===== src/hdl/vn_pkg.sv =====
`default_nettype none
package vn_pkg;

    localparam int COMP_WIDTH = 16;
    localparam int FRAC_BITS  = 14;
    localparam int OUT_WIDTH  = FRAC_BITS + 2;
    localparam int DIM_WIDTH  = 3;
    localparam int LANES      = 4;

    // Sum of squares of up to four components, and the wide accumulators of the
    // root-and-divide search, with headroom for rejected trial values.
    localparam int SQ_WIDTH   = 2 * COMP_WIDTH;
    localparam int SUM_WIDTH  = 2 * COMP_WIDTH + 1;
    localparam int ACC_WIDTH  = 2 * COMP_WIDTH + 2 * FRAC_BITS + 6;
    localparam int QUO_WIDTH  = FRAC_BITS + 1;
    localparam int STAGES     = FRAC_BITS + 1;

    localparam int QDEPTH     = 8;
    localparam int QPTR_WIDTH = $clog2(QDEPTH);
    localparam int OCC_WIDTH  = $clog2(QDEPTH + 1);

    typedef logic [COMP_WIDTH-1:0] mag_t;
    typedef logic [SQ_WIDTH-1:0]   sq_t;
    typedef logic [SUM_WIDTH-1:0]  sum_t;
    typedef logic [ACC_WIDTH-1:0]  acc_t;
    typedef logic [QUO_WIDTH-1:0]  quo_t;

    // One classified vector, as it waits between the front and back parts.
    typedef struct packed {
        logic [LANES-1:0]  used;
        logic [LANES-1:0]  neg;
        logic              zero;
        sum_t              sum;
        sq_t [LANES-1:0]   sq;
    } work_t;

    typedef struct packed {
        logic push;
        logic pop;
    } queue_ctl_t;

endpackage
`default_nettype wire


===== src/hdl/vn_queue.sv =====
`default_nettype none
module vn_queue
(
    input  wire logic               clk,
    input  wire logic               rst_n,
    input  wire vn_pkg::queue_ctl_t ctl,
    input  wire vn_pkg::work_t      wr_data,
    output vn_pkg::work_t           head,
    output logic                    empty
);

    vn_pkg::work_t                      mem [vn_pkg::QDEPTH];
    vn_pkg::work_t                      head_reg;
    logic [vn_pkg::QPTR_WIDTH-1:0]      wr_ptr_reg;
    logic [vn_pkg::QPTR_WIDTH-1:0]      rd_ptr_reg;
    logic [vn_pkg::QPTR_WIDTH-1:0]      rd_ptr_next;
    logic [vn_pkg::OCC_WIDTH-1:0]       count_reg;

    assign empty       = (count_reg == '0);
    assign head        = head_reg;
    assign rd_ptr_next = rd_ptr_reg + vn_pkg::QPTR_WIDTH'(ctl.pop);

    always_ff @(posedge clk or negedge rst_n)
    begin
        if (!rst_n)
        begin
            wr_ptr_reg <= '0;
            rd_ptr_reg <= '0;
            count_reg  <= '0;
        end
        else
        begin
            if (ctl.push)
            begin
                wr_ptr_reg <= wr_ptr_reg + vn_pkg::QPTR_WIDTH'(1);
            end
            if (ctl.pop)
            begin
                rd_ptr_reg <= rd_ptr_reg + vn_pkg::QPTR_WIDTH'(1);
            end
            if (ctl.push && !ctl.pop)
            begin
                count_reg <= count_reg + vn_pkg::OCC_WIDTH'(1);
            end
            else if (!ctl.push && ctl.pop)
            begin
                count_reg <= count_reg - vn_pkg::OCC_WIDTH'(1);
            end
        end
    end

    // The head register always holds the entry at the read pointer; a write to
    // that very entry is passed straight through.
    always_ff @(posedge clk)
    begin
        if (ctl.push)
        begin
            mem[wr_ptr_reg] <= wr_data;
        end
        if (ctl.push && (wr_ptr_reg == rd_ptr_next))
        begin
            head_reg <= wr_data;
        end
        else
        begin
            head_reg <= mem[rd_ptr_next];
        end
    end

endmodule
`default_nettype wire


===== config.mk =====
export PLATFORM = sky130hd
export DESIGN_NAME = vn_queue
export DESIGN_NICKNAME = d
export VERILOG_FILES = /design/src/hdl/vn_pkg.sv /design/src/hdl/vn_queue.sv
export SDC_FILE = /design/constraint.sdc
export NUM_CORES = 1
export LEC_CHECK = 0
export BUFFER_PORTS_ARGS = -buffer_cell sky130_fd_sc_hd__buf_2
export CAP_MARGIN = 20
export CORE_MARGIN = 10
export CORE_UTILIZATION = 65
export DETAILED_ROUTE_END_ITERATION = 8
export PLACE_DENSITY = 0.85
export SYNTH_ARGS = -nofsm -noshare
export SYNTH_HDL_FRONTEND = slang
export SYNTH_SLANG_ARGS = --single-unit
export TNS_END_PERCENT = 30

===== constraint.sdc =====
create_clock -name clk -period 20.3 [get_ports clk]
set_clock_uncertainty 0.15 [all_clocks]
set_input_delay 1.015 -clock clk [delete_from_list [all_inputs] [get_ports clk]]
set_output_delay 1.015 -clock clk [all_outputs]
set_load 0.02 [all_outputs]

# --- Yosys cells after proc, flatten, opt, wreduce, memory -nomap -nowiden ---
# Memories as Yosys holds them, arrays and structs flattened. A register that Yosys moved wholly into a read port is not among the register bits.
# Cells that the tools add are included.
op_classes:
  n_mux: 4
  bitwise: 0
  div_mod_pow: 0
  n_addsub: 5
  eq_ne: 0
  mul: 0
  shifts: 0
  n_lt_le_gt_ge: 0
  n_reduce_logical: 6
ops:
  columns: ["op", "count"]
  rows:
  - ["$mux W4", 2]
  - ["$add A3 B1 Y3 const B", 2]
  - ["$add A4 B1 Y4 const B", 1]
  - ["$logic_not A4 Y1", 1]
  - ["$sub A4 B1 Y4 const B", 1]
  - ["$add A3 B1 Y3", 1]
  - ["$logic_and A1 B1 Y1", 2]
  - ["$logic_not A1 Y1", 2]
  - ["$mux W1", 2]
  - ["$reduce_bool A2 Y1", 1]
totals:
  regBits: 10
  wordCells: 19
  mem_bits_rw: 1360
  out_inout_bits: 171
  inputBits: 174
  latchBits: 0
  mem_count: 1
  rom_bits: 0
mem_list:
  columns: ["name", "words", "width", "read_ports", "rd_clocked_by_memory_dff", "write_ports", "line", "rtl"]
  rows:
  - ["mem", 8, 170, 1, 1, 1, "vn_queue.sv:12", "vn_pkg::work_t mem [vn_pkg::QDEPTH];"]

# --- Depth between registers and ports, before layout ---
logic_depth:
  depth_word: 4
  ltp_mapped: 7
  depth_no_buf: 7

# --- Worst setup path after synthesis ---
# No wires, ideal clock.
synth_path:
  kind: "input to register"
  startpoint: "input port ctl[1] (netlist bit)"
  endpoint: "memory mem[0][0] (netlist bit), enable pin"
  path_buffers: 0
  path_stages: 2
  t_required_ns: 19.242
  arrival_ns: 12.563
  setup_slack_ns: 6.679
  setup_ns: 0.908
  cell_sequence: "nand2b_1 > nor3_1"
synth_via:
  elab_chain_cells: 2
synth_lines:
  columns: ["element", "line", "rtl"]
  rows:
  - ["start, declared", "vn_queue.sv:6", "input wire vn_pkg::queue_ctl_t ctl,"]
  - ["$mux W1", "vn_queue.sv:56", "if (ctl.push)"]
  - ["$mux W1 (implied by the code)", "vn_queue.sv:58", "mem[wr_ptr_reg] <= wr_data;"]
  - ["end, declared", "vn_queue.sv:12", null]
# No other way between the ends.

==> impl_metrics.ini <==
[critical_path]
crit_slowest_cell = buf_4
startpoint_type = register
cp_cell_sequence = buf_12 -> buf_4 -> buf_4 -> mux4_1 -> mux2_2 -> buf_2
critPathRequiredTime_ns = 19.14
critical_path_class = reg -> out
worstSetupEndpointType = output port
crit_family = buffers and inverters
r2r_end = mem[1][59]
worstPathMaxFanout = 70
arrival_ns = 4.48
critPathMaxStageDelay_ns = 0.91
r2r_slack_ns = 16.70
crit_buf_inv = 4
r2r_start = wr_ptr_reg[2]
ff2ff_path_depth = 4
cp_common_cell = buf_4

[run]
cap_violations = 0

[yosys]
avgSynthCellArea_um2 = 25.63
synth_warnings = 0
syn_inst = 2030
syn-num-nets = 2212
synth_flop_cell = edfxtp_1
ys_types = 30
async_flop_share = 0.007283
synth_edf_count = 1360
ys_ff_latch = 1373
yosysSeqAreaShare = 0.7909
syn_area_um2 = 52030

[place]
post-dp-hpwl_um = 58820
numPortBuffers = 344
place.gp.congestion = 0.7208
preCtsSetupSlack_ns = 15.23

[timing]
worst_slew_margin_rel = 0.2793
tightest_slew_ns = 1.081
hold_viol_final = 0
fin_ws_ns = 14.65
rsz0062_at_grt = no
period_share = 0.2783
fin_tns_setup_ns = 0
fin_crit_ns = 5.649
finalSetupViolCount = 0
maxSlewViolCount = 0
max_freq_ghz = 0.1770

[global_routing]
grt_antenna_before_repair = 41
grt_overflow = 0
grt_use_total = 0.2513
grt_pass1_vias = 24960
grt_pass1_wl_um = 167600
grt_max_degree = 123

[floorplan]
io_pins = 345
die_w_um = 302.9
dieArea_um2 = 91760
rows = 103
fp.coreArea_um2 = 79130
start_util = 0.6575
chipHeight_um = 302.9

[routing]
num_vias = 23810
drcViolationCount = 0
first_iter_violations = 2365
drtAntennaViolNets = 0
dr.pass1.iters = 5
wirelength_um = 114200
drt-vias-per-instance = 6.563
routed_wire_length_per_instance_um = 31.47

[finish]
drive_gt1_frac = 0.3961
layout_common_cells = edfxtp_1 (1360), buf_2 (344), mux4_2 (263)
largest_reg_flops = 1360
syn_to_final_growth_pct = 13.76
post-route-util = 0.7480
final_common_cell = edfxtp_1
nets = 2638
fillCellCount = 3942

[clocking]
ctsHoldBuffers = 1
cts_buffers = 134
clkLatencyLatePin_ns = 0.72
clock-root-buffer = clkbuf_16
cts_setup_buffers = 0
post_cts_resized = 0
clkTransAtPathRegs_ns = 0.06
htree_levels = 4
cts_tree = built
cts_buffer_depth = 3
cts.sinks = 1373

[min_path]
hold_depth = 1
worstHoldStart = rd_ptr_reg[2]
hold_class = reg -> reg

[outcome]
status = finished, final reports clean

[pwr]
p_leak_nw = 19.47
vdd_ir_drop_max_mv = 0.1161
p_per_area_nw_per_um2 = 150.8
[report_power, final]
group	switching [W]	leakage [nW]	total [W]	internal, W
clock network	0.00103	2.07	0.00240	0.00137
logic	0.00160	4.90	0.00279	0.00119
registers	0.000167	12.5	0.00373	0.00357
[per-layer routing]
metal / vias up / wire length [µm] / global-route usage / part of all wire
met5: - / 306 / 0 / 0.0027
met4: 46 / 3607 / 0.09479 / 0.032
met3: 262 / 10120 / 0.07020 / 0.089
met2: 1199 / 59670 / 0.4147 / 0.52
met1: 12590 / 40490 / 0.3194 / 0.35
li1: 9711 / - / - / -
[kinds of logic (layout without fill, tap and decap cells)]
family / Yosys count / after routing / share of synthesized area
AO/OA/AOI/OAI: 6 / 6 / 0.0007934
XOR/XNOR: 7 / 7 / 0.001178
adder cells (fa/ha/maj): 8 / 8 / 0.002068
buffers and inverters: 98 / 623 / 0.01241
flip-flops: 1373 / 1373 / 0.7909
multiplexers: 514 / 514 / 0.1904
other: 0 / 23 / 0
AND/OR/NAND/NOR: 24 / 24 / 0.002237
[worst max-delay path by stage]
stage | cells after the start | slack, ns | to | from
after floorplan | 2 | 6.68 | mem[0][0] | ctl[1]
after detailed placement | 5 | 15.23 | head[113] | register
after CTS | 5 | 14.42 | head[128] | register
after global routing | 5 | 14.36 | head[41] | register
after global placement | 5 | 15.37 | head[111] | register
final | 6 | 14.65 | head[121] | register
[stage by stage]
| step | area, µm² | std cells | hold WS, ns | power [W] |
|---|---|---|---|---|
| 2_1_floorplan | 52030 | 2030 | 0.3135 | 0.005810 |
| 3_3_place_gp | 54790 | 3366 | 0.3213 | 0.006438 |
| 3_5_place_dp | 54790 | 3366 | 0.3341 | 0.006530 |
| 4_1_cts | 59050 | 3602 | 0.3460 | 0.008996 |
| 5_1_grt | 59170 | 3620 | 0.3500 | 0.009237 |
| 6_report | 59190 | 3628 | 0.3311 | 0.008924 |
[layout make-up]
class / count / area, µm² / share of cell area
Tap cell: 1050 / 1314 / 0.02220
Sequential cell: 1373 / 41160 / 0.6954
Multi-Input combinational cell: 559 / 10290 / 0.1738
Clock buffer: 172 / 3570 / 0.06031
Clock inverter: 63 / 686.9 / 0.01161
Inverter: 2 / 7.507 / 0.0001268
Timing Repair Buffer: 386 / 2105 / 0.03556
Antenna cell: 23 / 57.56 / 0.0009724
[synthesized netlist by cell type (2+ instances only)]
| cell type | n | area (µm²) |
|---|---|---|
| a21oi_1 | 2 | 10.01 |
| buf_1 | 17 | 63.81 |
| buf_2 | 9 | 45.04 |
| buf_6 | 31 | 349.1 |
| buf_8 | 3 | 45.04 |
| clkbuf_1 | 36 | 135.1 |
| dfrtp_1 | 10 | 250.2 |
| dfxtp_1 | 3 | 60.06 |
| edfxtp_1 | 1360 | 40840 |
| ha_1 | 7 | 87.58 |
| inv_1 | 2 | 7.510 |
| mux2_2 | 173 | 1948 |
| mux4_1 | 77 | 2023 |
| mux4_2 | 263 | 5923 |
| nand2_1 | 6 | 22.52 |
| nand2b_1 | 3 | 18.77 |
| nand3_1 | 2 | 10.01 |
| nor2_1 | 6 | 22.52 |
| nor3_1 | 3 | 15.01 |
| o211ai_1 | 2 | 15.01 |
| xnor2_1 | 4 | 35.03 |
| xor2_1 | 3 | 26.28 |
[worst register-to-register path: stages (launching register included)]
cell and delay [ns]:
dfrtp_1 0.45, nand2b_1 0.26, nor2_4 0.59, buf_4 0.81, buf_4 0.84
Note: power is estimated with default switching activity, not from simulation.
