### src/hdl/vn_pkg.sv
`default_nettype none
package vn_pkg;

    localparam int COMP_WIDTH = 16;
    localparam int FRAC_BITS  = 14;
    localparam int OUT_WIDTH  = FRAC_BITS + 2;
    localparam int DIM_WIDTH  = 3;
    localparam int LANES      = 4;

    // Sum of squares of up to four components, and the wide accumulators of the
    // root-and-divide search, with headroom for rejected trial values.
    localparam int SQ_WIDTH   = 2 * COMP_WIDTH;
    localparam int SUM_WIDTH  = 2 * COMP_WIDTH + 1;
    localparam int ACC_WIDTH  = 2 * COMP_WIDTH + 2 * FRAC_BITS + 6;
    localparam int QUO_WIDTH  = FRAC_BITS + 1;
    localparam int STAGES     = FRAC_BITS + 1;

    localparam int QDEPTH     = 8;
    localparam int QPTR_WIDTH = $clog2(QDEPTH);
    localparam int OCC_WIDTH  = $clog2(QDEPTH + 1);

    typedef logic [COMP_WIDTH-1:0] mag_t;
    typedef logic [SQ_WIDTH-1:0]   sq_t;
    typedef logic [SUM_WIDTH-1:0]  sum_t;
    typedef logic [ACC_WIDTH-1:0]  acc_t;
    typedef logic [QUO_WIDTH-1:0]  quo_t;

    // One classified vector, as it waits between the front and back parts.
    typedef struct packed {
        logic [LANES-1:0]  used;
        logic [LANES-1:0]  neg;
        logic              zero;
        sum_t              sum;
        sq_t [LANES-1:0]   sq;
    } work_t;

    typedef struct packed {
        logic push;
        logic pop;
    } queue_ctl_t;

endpackage
`default_nettype wire

### src/hdl/vn_req_if.sv
`default_nettype none
interface vn_req_if;
    logic                                   valid;
    logic                                   ready;
    logic [vn_pkg::DIM_WIDTH-1:0]           dim;
    logic signed [vn_pkg::COMP_WIDTH-1:0]   comp0;
    logic signed [vn_pkg::COMP_WIDTH-1:0]   comp1;
    logic signed [vn_pkg::COMP_WIDTH-1:0]   comp2;
    logic signed [vn_pkg::COMP_WIDTH-1:0]   comp3;

    modport source (output valid, dim, comp0, comp1, comp2, comp3, input ready);
    modport sink   (input valid, dim, comp0, comp1, comp2, comp3, output ready);
endinterface
`default_nettype wire

### src/hdl/vn_front.sv
`default_nettype none
module vn_front
(
    input  wire logic           clk,
    input  wire logic           rst_n,
    vn_req_if.sink              req,
    input  wire logic           pop,
    output logic                push,
    output vn_pkg::work_t       push_data
);

    logic                                       accept;
    vn_pkg::mag_t [vn_pkg::LANES-1:0]           mag;
    logic [vn_pkg::LANES-1:0]                   used;
    logic [vn_pkg::LANES-1:0]                   neg;
    logic signed [vn_pkg::COMP_WIDTH-1:0]       comp [vn_pkg::LANES];

    logic                                       a_vld_reg;
    logic [vn_pkg::LANES-1:0]                   a_used_reg;
    logic [vn_pkg::LANES-1:0]                   a_neg_reg;
    vn_pkg::mag_t [vn_pkg::LANES-1:0]           a_mag_reg;

    logic                                       b_vld_reg;
    logic [vn_pkg::LANES-1:0]                   b_used_reg;
    logic [vn_pkg::LANES-1:0]                   b_neg_reg;
    logic                                       b_zero_reg;
    vn_pkg::sq_t [vn_pkg::LANES-1:0]            b_sq_reg;

    logic                                       c_vld_reg;
    vn_pkg::work_t                              c_work_reg;
    vn_pkg::sum_t                               sum;

    logic [vn_pkg::OCC_WIDTH-1:0]               occ_reg;
    logic [vn_pkg::OCC_WIDTH-1:0]               occ_next;

    // Items in flight here plus items held in the queue never exceed its depth.
    assign req.ready = (occ_reg < vn_pkg::OCC_WIDTH'(vn_pkg::QDEPTH));
    assign accept    = req.valid && req.ready;

    always_comb
    begin
        comp[0] = req.comp0;
        comp[1] = req.comp1;
        comp[2] = req.comp2;
        comp[3] = req.comp3;
        // Dimensions below two act as two and above four act as four.
        used[0] = 1'b1;
        used[1] = 1'b1;
        used[2] = (req.dim >= vn_pkg::DIM_WIDTH'(3));
        used[3] = (req.dim >= vn_pkg::DIM_WIDTH'(4));
        for (int i = 0; i < vn_pkg::LANES; i++)
        begin
            neg[i] = used[i] && comp[i][vn_pkg::COMP_WIDTH-1];
            if (!used[i])
            begin
                mag[i] = '0;
            end
            else if (neg[i])
            begin
                mag[i] = ~vn_pkg::mag_t'(comp[i]) + vn_pkg::mag_t'(1);
            end
            else
            begin
                mag[i] = vn_pkg::mag_t'(comp[i]);
            end
        end
    end

    always_comb
    begin
        sum = '0;
        for (int i = 0; i < vn_pkg::LANES; i++)
        begin
            sum = sum + vn_pkg::sum_t'(b_sq_reg[i]);
        end
    end

    always_comb
    begin
        occ_next = occ_reg;
        if (accept && !pop)
        begin
            occ_next = occ_reg + vn_pkg::OCC_WIDTH'(1);
        end
        else if (!accept && pop)
        begin
            occ_next = occ_reg - vn_pkg::OCC_WIDTH'(1);
        end
    end

    always_ff @(posedge clk or negedge rst_n)
    begin
        if (!rst_n)
        begin
            a_vld_reg <= 1'b0;
            b_vld_reg <= 1'b0;
            c_vld_reg <= 1'b0;
            occ_reg   <= '0;
        end
        else
        begin
            a_vld_reg <= accept;
            b_vld_reg <= a_vld_reg;
            c_vld_reg <= b_vld_reg;
            occ_reg   <= occ_next;
        end
    end

    always_ff @(posedge clk)
    begin
        a_used_reg <= used;
        a_neg_reg  <= neg;
        a_mag_reg  <= mag;
        b_used_reg <= a_used_reg;
        b_neg_reg  <= a_neg_reg;
        b_zero_reg <= ~|a_mag_reg;
        for (int i = 0; i < vn_pkg::LANES; i++)
        begin
            b_sq_reg[i] <= vn_pkg::sq_t'(a_mag_reg[i]) * vn_pkg::sq_t'(a_mag_reg[i]);
        end
        c_work_reg.used <= b_used_reg;
        c_work_reg.neg  <= b_neg_reg;
        c_work_reg.zero <= b_zero_reg;
        c_work_reg.sum  <= sum;
        c_work_reg.sq   <= b_sq_reg;
    end

    assign push      = c_vld_reg;
    assign push_data = c_work_reg;

endmodule
`default_nettype wire

### src/flat_wrapper.sv
// flat-port wrapper written by rule: the top's interface ports become plain ports
module vn_front_flat 
  (clk, rst_n, pop, push, push_data, req_valid, req_dim, req_comp0, req_comp1, req_comp2, req_comp3, req_ready);
  vn_req_if req_i ();
  input  wire logic clk;
  input  wire logic rst_n;
  input  wire logic pop;
  output logic push;
  output vn_pkg::work_t push_data;
  input wire logic [$bits(req_i.valid)-1:0] req_valid;
  input wire logic [$bits(req_i.dim)-1:0] req_dim;
  input wire logic [$bits(req_i.comp0)-1:0] req_comp0;
  input wire logic [$bits(req_i.comp1)-1:0] req_comp1;
  input wire logic [$bits(req_i.comp2)-1:0] req_comp2;
  input wire logic [$bits(req_i.comp3)-1:0] req_comp3;
  output wire logic [$bits(req_i.ready)-1:0] req_ready;
  assign req_i.valid = req_valid;
  assign req_i.dim = req_dim;
  assign req_i.comp0 = req_comp0;
  assign req_i.comp1 = req_comp1;
  assign req_i.comp2 = req_comp2;
  assign req_i.comp3 = req_comp3;
  assign req_ready = req_i.ready;
  vn_front u_core (.clk(clk), .rst_n(rst_n), .req(req_i), .pop(pop), .push(push), .push_data(push_data));
endmodule
### config.mk
export PLATFORM = sky130hd
export DESIGN_NAME = vn_front_flat
export DESIGN_NICKNAME = d
export VERILOG_FILES = /design/src/hdl/vn_pkg.sv /design/src/hdl/vn_req_if.sv /design/src/hdl/vn_front.sv /design/src/flat_wrapper.sv
export SDC_FILE = /design/constraint.sdc
export NUM_CORES = 2
export LEC_CHECK = 0
export ABC_AREA = 1
export BUFFER_PORTS_ARGS = -buffer_cell sky130_fd_sc_hd__buf_2
export CELL_PAD_IN_SITES_DETAIL_PLACEMENT = 0
export CELL_PAD_IN_SITES_GLOBAL_PLACEMENT = 1
export CORE_MARGIN = 8
export CORE_UTILIZATION = 43
export CTS_CLUSTER_DIAMETER = 40
export DETAILED_ROUTE_END_ITERATION = 10
export PLACE_DENSITY_LB_ADDON = 0.2
export SYNTH_ARGS = -nofsm -noshare
export SYNTH_HDL_FRONTEND = slang
export SYNTH_SLANG_ARGS = --single-unit
### constraint.sdc
create_clock -name clk -period 5.3 [get_ports clk]
set_input_delay 1.06 -clock clk [delete_from_list [all_inputs] [get_ports clk]]
set_output_delay 1.06 -clock clk [all_outputs]
set_load 0.01 [all_outputs]
# ---- Word-level counts from Yosys, hierarchy flattened
# Cells that the tools add are included.
# W data, S select, Z words.
dict set report classes {
  mul 4
  order_cmp 3
  muxes 6
  n_reduce_logical 10
  n_addsub 9
  n_bitwise 4
}
# op n
set op_table {}
lappend op_table {{$mul A16 B16 Y32} 4}
lappend op_table {{$add A33 B32 Y33} 2}
lappend op_table {{$add A16 B1 Y16 const B} 4}
lappend op_table {{$not A16 Y16} 4}
lappend op_table {{$reduce_or A64 Y1} 1}
lappend op_table {{$add A32 B32 Y33} 1}
lappend op_table {{$mux W16} 2}
lappend op_table {{$mux W15} 2}
lappend op_table {{$mux W4} 2}
lappend op_table {{$logic_and A1 B1 Y1} 5}
lappend op_table {{$add A4 B1 Y4 const B} 1}
lappend op_table {{$lt A4 B4 Y1 const B} 1}
lappend op_table {{$sub A4 B1 Y4 const B} 1}
lappend op_table {{$ge A3 B2 Y1 const B} 1}
lappend op_table {{$ge A3 B3 Y1 const B} 1}
lappend op_table {{$logic_not A1 Y1} 3}
lappend op_table {{$reduce_bool A2 Y1} 1}
dict set report totals {
  reg_bits 380
  word_cells 63
  output_inout_bits 172
  in_bits 71
}

# ---- Depth between registers and ports, before layout
dict set report depth {
  word_depth 6
  ltp_mapped 27
  depth_no_buf 25
}

# ---- Worst setup path after synthesis
# OpenSTA, ideal clock, no wires.
dict set report synth_path {
  kind {flip-flop to flip-flop}
  start {reg u_core.a_mag_reg[45] (netlist bit)}
  end {reg u_core.b_sq_reg[94] (netlist bit)}
  t_required_ns 5.188
  setup_slack_ns 0.039
  path_stages_with_launch 22
  path_buffers 2
  arrival_ns 5.149
  setup_ns 0.112
  period_less_slack_ns 5.261
  cell_sequence {dfxtp_1 > clkbuf_1 > buf_1 > nand2_1 > fa_1 > fa_1 > inv_1 > fa_1 > fa_1 > fa_1 > inv_1 > fa_1 > inv_1 > ha_1 > a21oi_1 > nand2_1 > nand2_1 > nand2_1 > a21oi_1 > nand2_1 > nand2_1 > nand2_1}
}
dict set report synth_between {
  elab_chain_len 1
}
# element line
set synth_lines {}
lappend synth_lines {{start: declaration} vn_front.sv:21} ;# vn_pkg::mag_t [vn_pkg::LANES-1:0] a_mag_reg;
lappend synth_lines {{start signal: assignment} vn_front.sv:113} ;# a_mag_reg <= mag;
lappend synth_lines {{$mul A16 B16 Y32} vn_front.sv:119} ;# b_sq_reg[i] <= vn_pkg::sq_t'(a_mag_reg[i]) * vn_pkg::sq_t'(a_mag_reg[i]);
lappend synth_lines {{end signal: indexed assignment} vn_front.sv:119}
lappend synth_lines {{end: declaration} vn_front.sv:27} ;# vn_pkg::sq_t [vn_pkg::LANES-1:0] b_sq_reg;
# Every way passes these cells.
# A chain may end at the register's enable or synchronous reset.

# ---- Worst setup path in the final report
dict set report layout_path {
  start {reg u_core.a_mag_reg[5] (netlist bit)}
  end {reg u_core.b_sq_reg[15] (netlist bit)}
}
# Same word-level chain as after synthesis.

==> out/qor.yml <==
status: "completed"
wl_per_cell_um: 16.8
via_per_inst: 4.68
wl_um: 129000
synth_cell_type_count: 43
antenna_found_initial: 20
place_hpwl_um: 113000
clk_pin_slew_ns: 0.04
die-area_sq_um: 115000
fin_setup_tns_ns: 0
end_kind: "flip-flop"
ios: 243
start_kind: "flip-flop"
timing.final.crit_period_ns: 5.14
clockRootBuffer: "clkbuf_16"
hp-class: "in2async"
cts_tree: "yes"
io_buffers: 236
cp_data_required_time_ns: 5.80
overflow: 0
grt_pass1_vias: 37329
fin_skew_ns: 0.0292
grtUsageTotal: 0.224
syn-cell-area_sq_um: 45100
numCtsBuffers: 76
ant_nets: 0
gp_congestion: 0.919
drive_above_1_share: 0.160
slew_viol_final: 0
reg2reg_from: "u_core.a_mag_reg[5]"
numClockSinks: 372
synth-edff-count: 0
yosys_warnings: 0
relSlewSlack: 0.573
largest_register_ffs: 164
multi_input_area_sq_um: 31900
num_vias: 35849
coreArea_sq_um: 104000
nNetsFinal: 7450
start_util: 0.434
fp.dieW_um: 340
cp.arrival_ns: 5.64
worstPathMaxFanout: 5
post_synth.cell_area_avg_sq_um: 7.83
first_pass_iters: 5
seqCellArea_sq_um: 7650
die_h_um: 340
htree_levels: 3
final_cell_mix: "inv_1, nand2_1, fa_1"
grt_max_degree: 20
drc_errors: 0
tightest_slew_ns: 0.635
layout.cells.most_common: "inv_1"
n_antenna_cell: 0
syn2layout_area_growth_pct: 19.2
finalHoldViolations: 0
timing.fmax_mhz: 194
timing.final.crit_share: 0.970
cts_hold_buf: 0
setup_viol: 0
max-clock-path-buffers: 3
grt_setup_unrepaired: "true"
async_flop_share: 0.0188
drv_cap: 0
fill_cells: 10158
syn_inst: 5756
clk-insertion-delay-late_ns: 0.65
grt_pass1_wl_um: 204000
ys.flop_type: "dfxtp_1"
drt_iter0_markers: 2254
ys_seq_area_frac: 0.166
crit_type: "reg2reg"
critPathLaunch: "u_core.a_mag_reg[5]"
ys_ff_latch: 372
rows: 118
## cell type report
type,count,area share
clock inverter,54,0.0146
sequential,372,0.142
tap,1380,0.0321
multi-input combinational,3619,0.594
timing repair buffer,528,0.0652
clock buffer,88,0.0383
inverter,1627,0.114
## cells by family after synthesis
kind of cell / Yosys count / synth area share
other cells: 2 / 0.000167
xor+xnor: 152 / 0.0295
fa+ha+maj: 1155 / 0.439
simple gates: 2093 / 0.191
compound gates: 210 / 0.0263
buf+inv: 1772 / 0.148
flops: 372 / 0.166
## layer usage
layer	track usage	vias to the layer above	share of wire
met5	0	-	0.00010
met4	0.0598	2	0.025
met3	0.0440	166	0.072
met2	0.359	947	0.44
met1	0.310	17105	0.46
li1	-	17629	-
## worst paths after layout
check / end / slack [ns] / cells past startpoint
min in group clk: u_core.b_neg_reg[3] / 0.32 / 0
hold / removal: u_core.occ_reg[2] / 0.26 / 1
setup reg to reg: u_core.b_sq_reg[15] / 0.16 / 20
setup / recovery: u_core.b_sq_reg[15] / 0.16 / 20
max in group asynchronous: u_core.push / 4.88 / 1
hold reg to reg: u_core.b_neg_reg[3] / 0.32 / 0
## through the flow
stage / worst slack [ns] / util / std cells / hold WS, ns / instance area, sq um
5_1_grt: -0.0316 / 0.518 / 7668 / 0.242 / 53800
3_5_place_dp: -0.406 / 0.477 / 7504 / 0.315 / 49500
6_report: 0.158 / 0.518 / 7668 / 0.263 / 53800
4_1_cts: 0.00204 / 0.506 / 7648 / 0.221 / 52500
3_3_place_gp: -0.393 / 0.477 / 7504 / 0.310 / 49500
2_1_floorplan: 0.0391 / - / 5763 / 0.310 / 45100
## Yosys cell counts (14+ instances only)
cell	n	area (sq um)
a21oi_1	122	611
nand4_1	36	225
o21bai_1	29	218
nor2_1	257	965
inv_1	1620	6080
nor3_2	20	200
dfxtp_1	365	7310
nand3_1	178	891
nor3_1	42	210
xnor2_1	28	245
fa_1	711	14200
nand2_1	1473	5530
ha_1	444	5560
nor4_1	15	93.8
xor2_1	124	1090
or2_2	14	87.6
nand2_2	32	200
clkbuf_1	126	473
o21ai_0	37	185
## timing repair
item                       in CTS  in global routing
setup endpoints to repair      44                 83
buffers inserted                2                 20
gates resized for setup        49                309
pin swaps                       3                 75
## critical path, cell delays in order (launching register included)
cell and delay (ns):
dfxtp_4 0.39, buf_12 0.12, nand2_1 0.08, fa_1 0.52, inv_1 0.06, fa_1 0.50, inv_1 0.05, fa_1 0.53
inv_1 0.06, fa_2 0.57, fa_1 0.45, fa_2 0.64, ha_4 0.24, nand2_4 0.09, inv_1 0.06, nand2_1 0.08
nand2_2 0.07, a21oi_2 0.12, nand2_2 0.10, buf_4 0.14, xor2_1 0.15
Power is left out: the tool's default activity adds up to more than one toggle a clock period on the data nets, which glitch-free logic cannot reach.
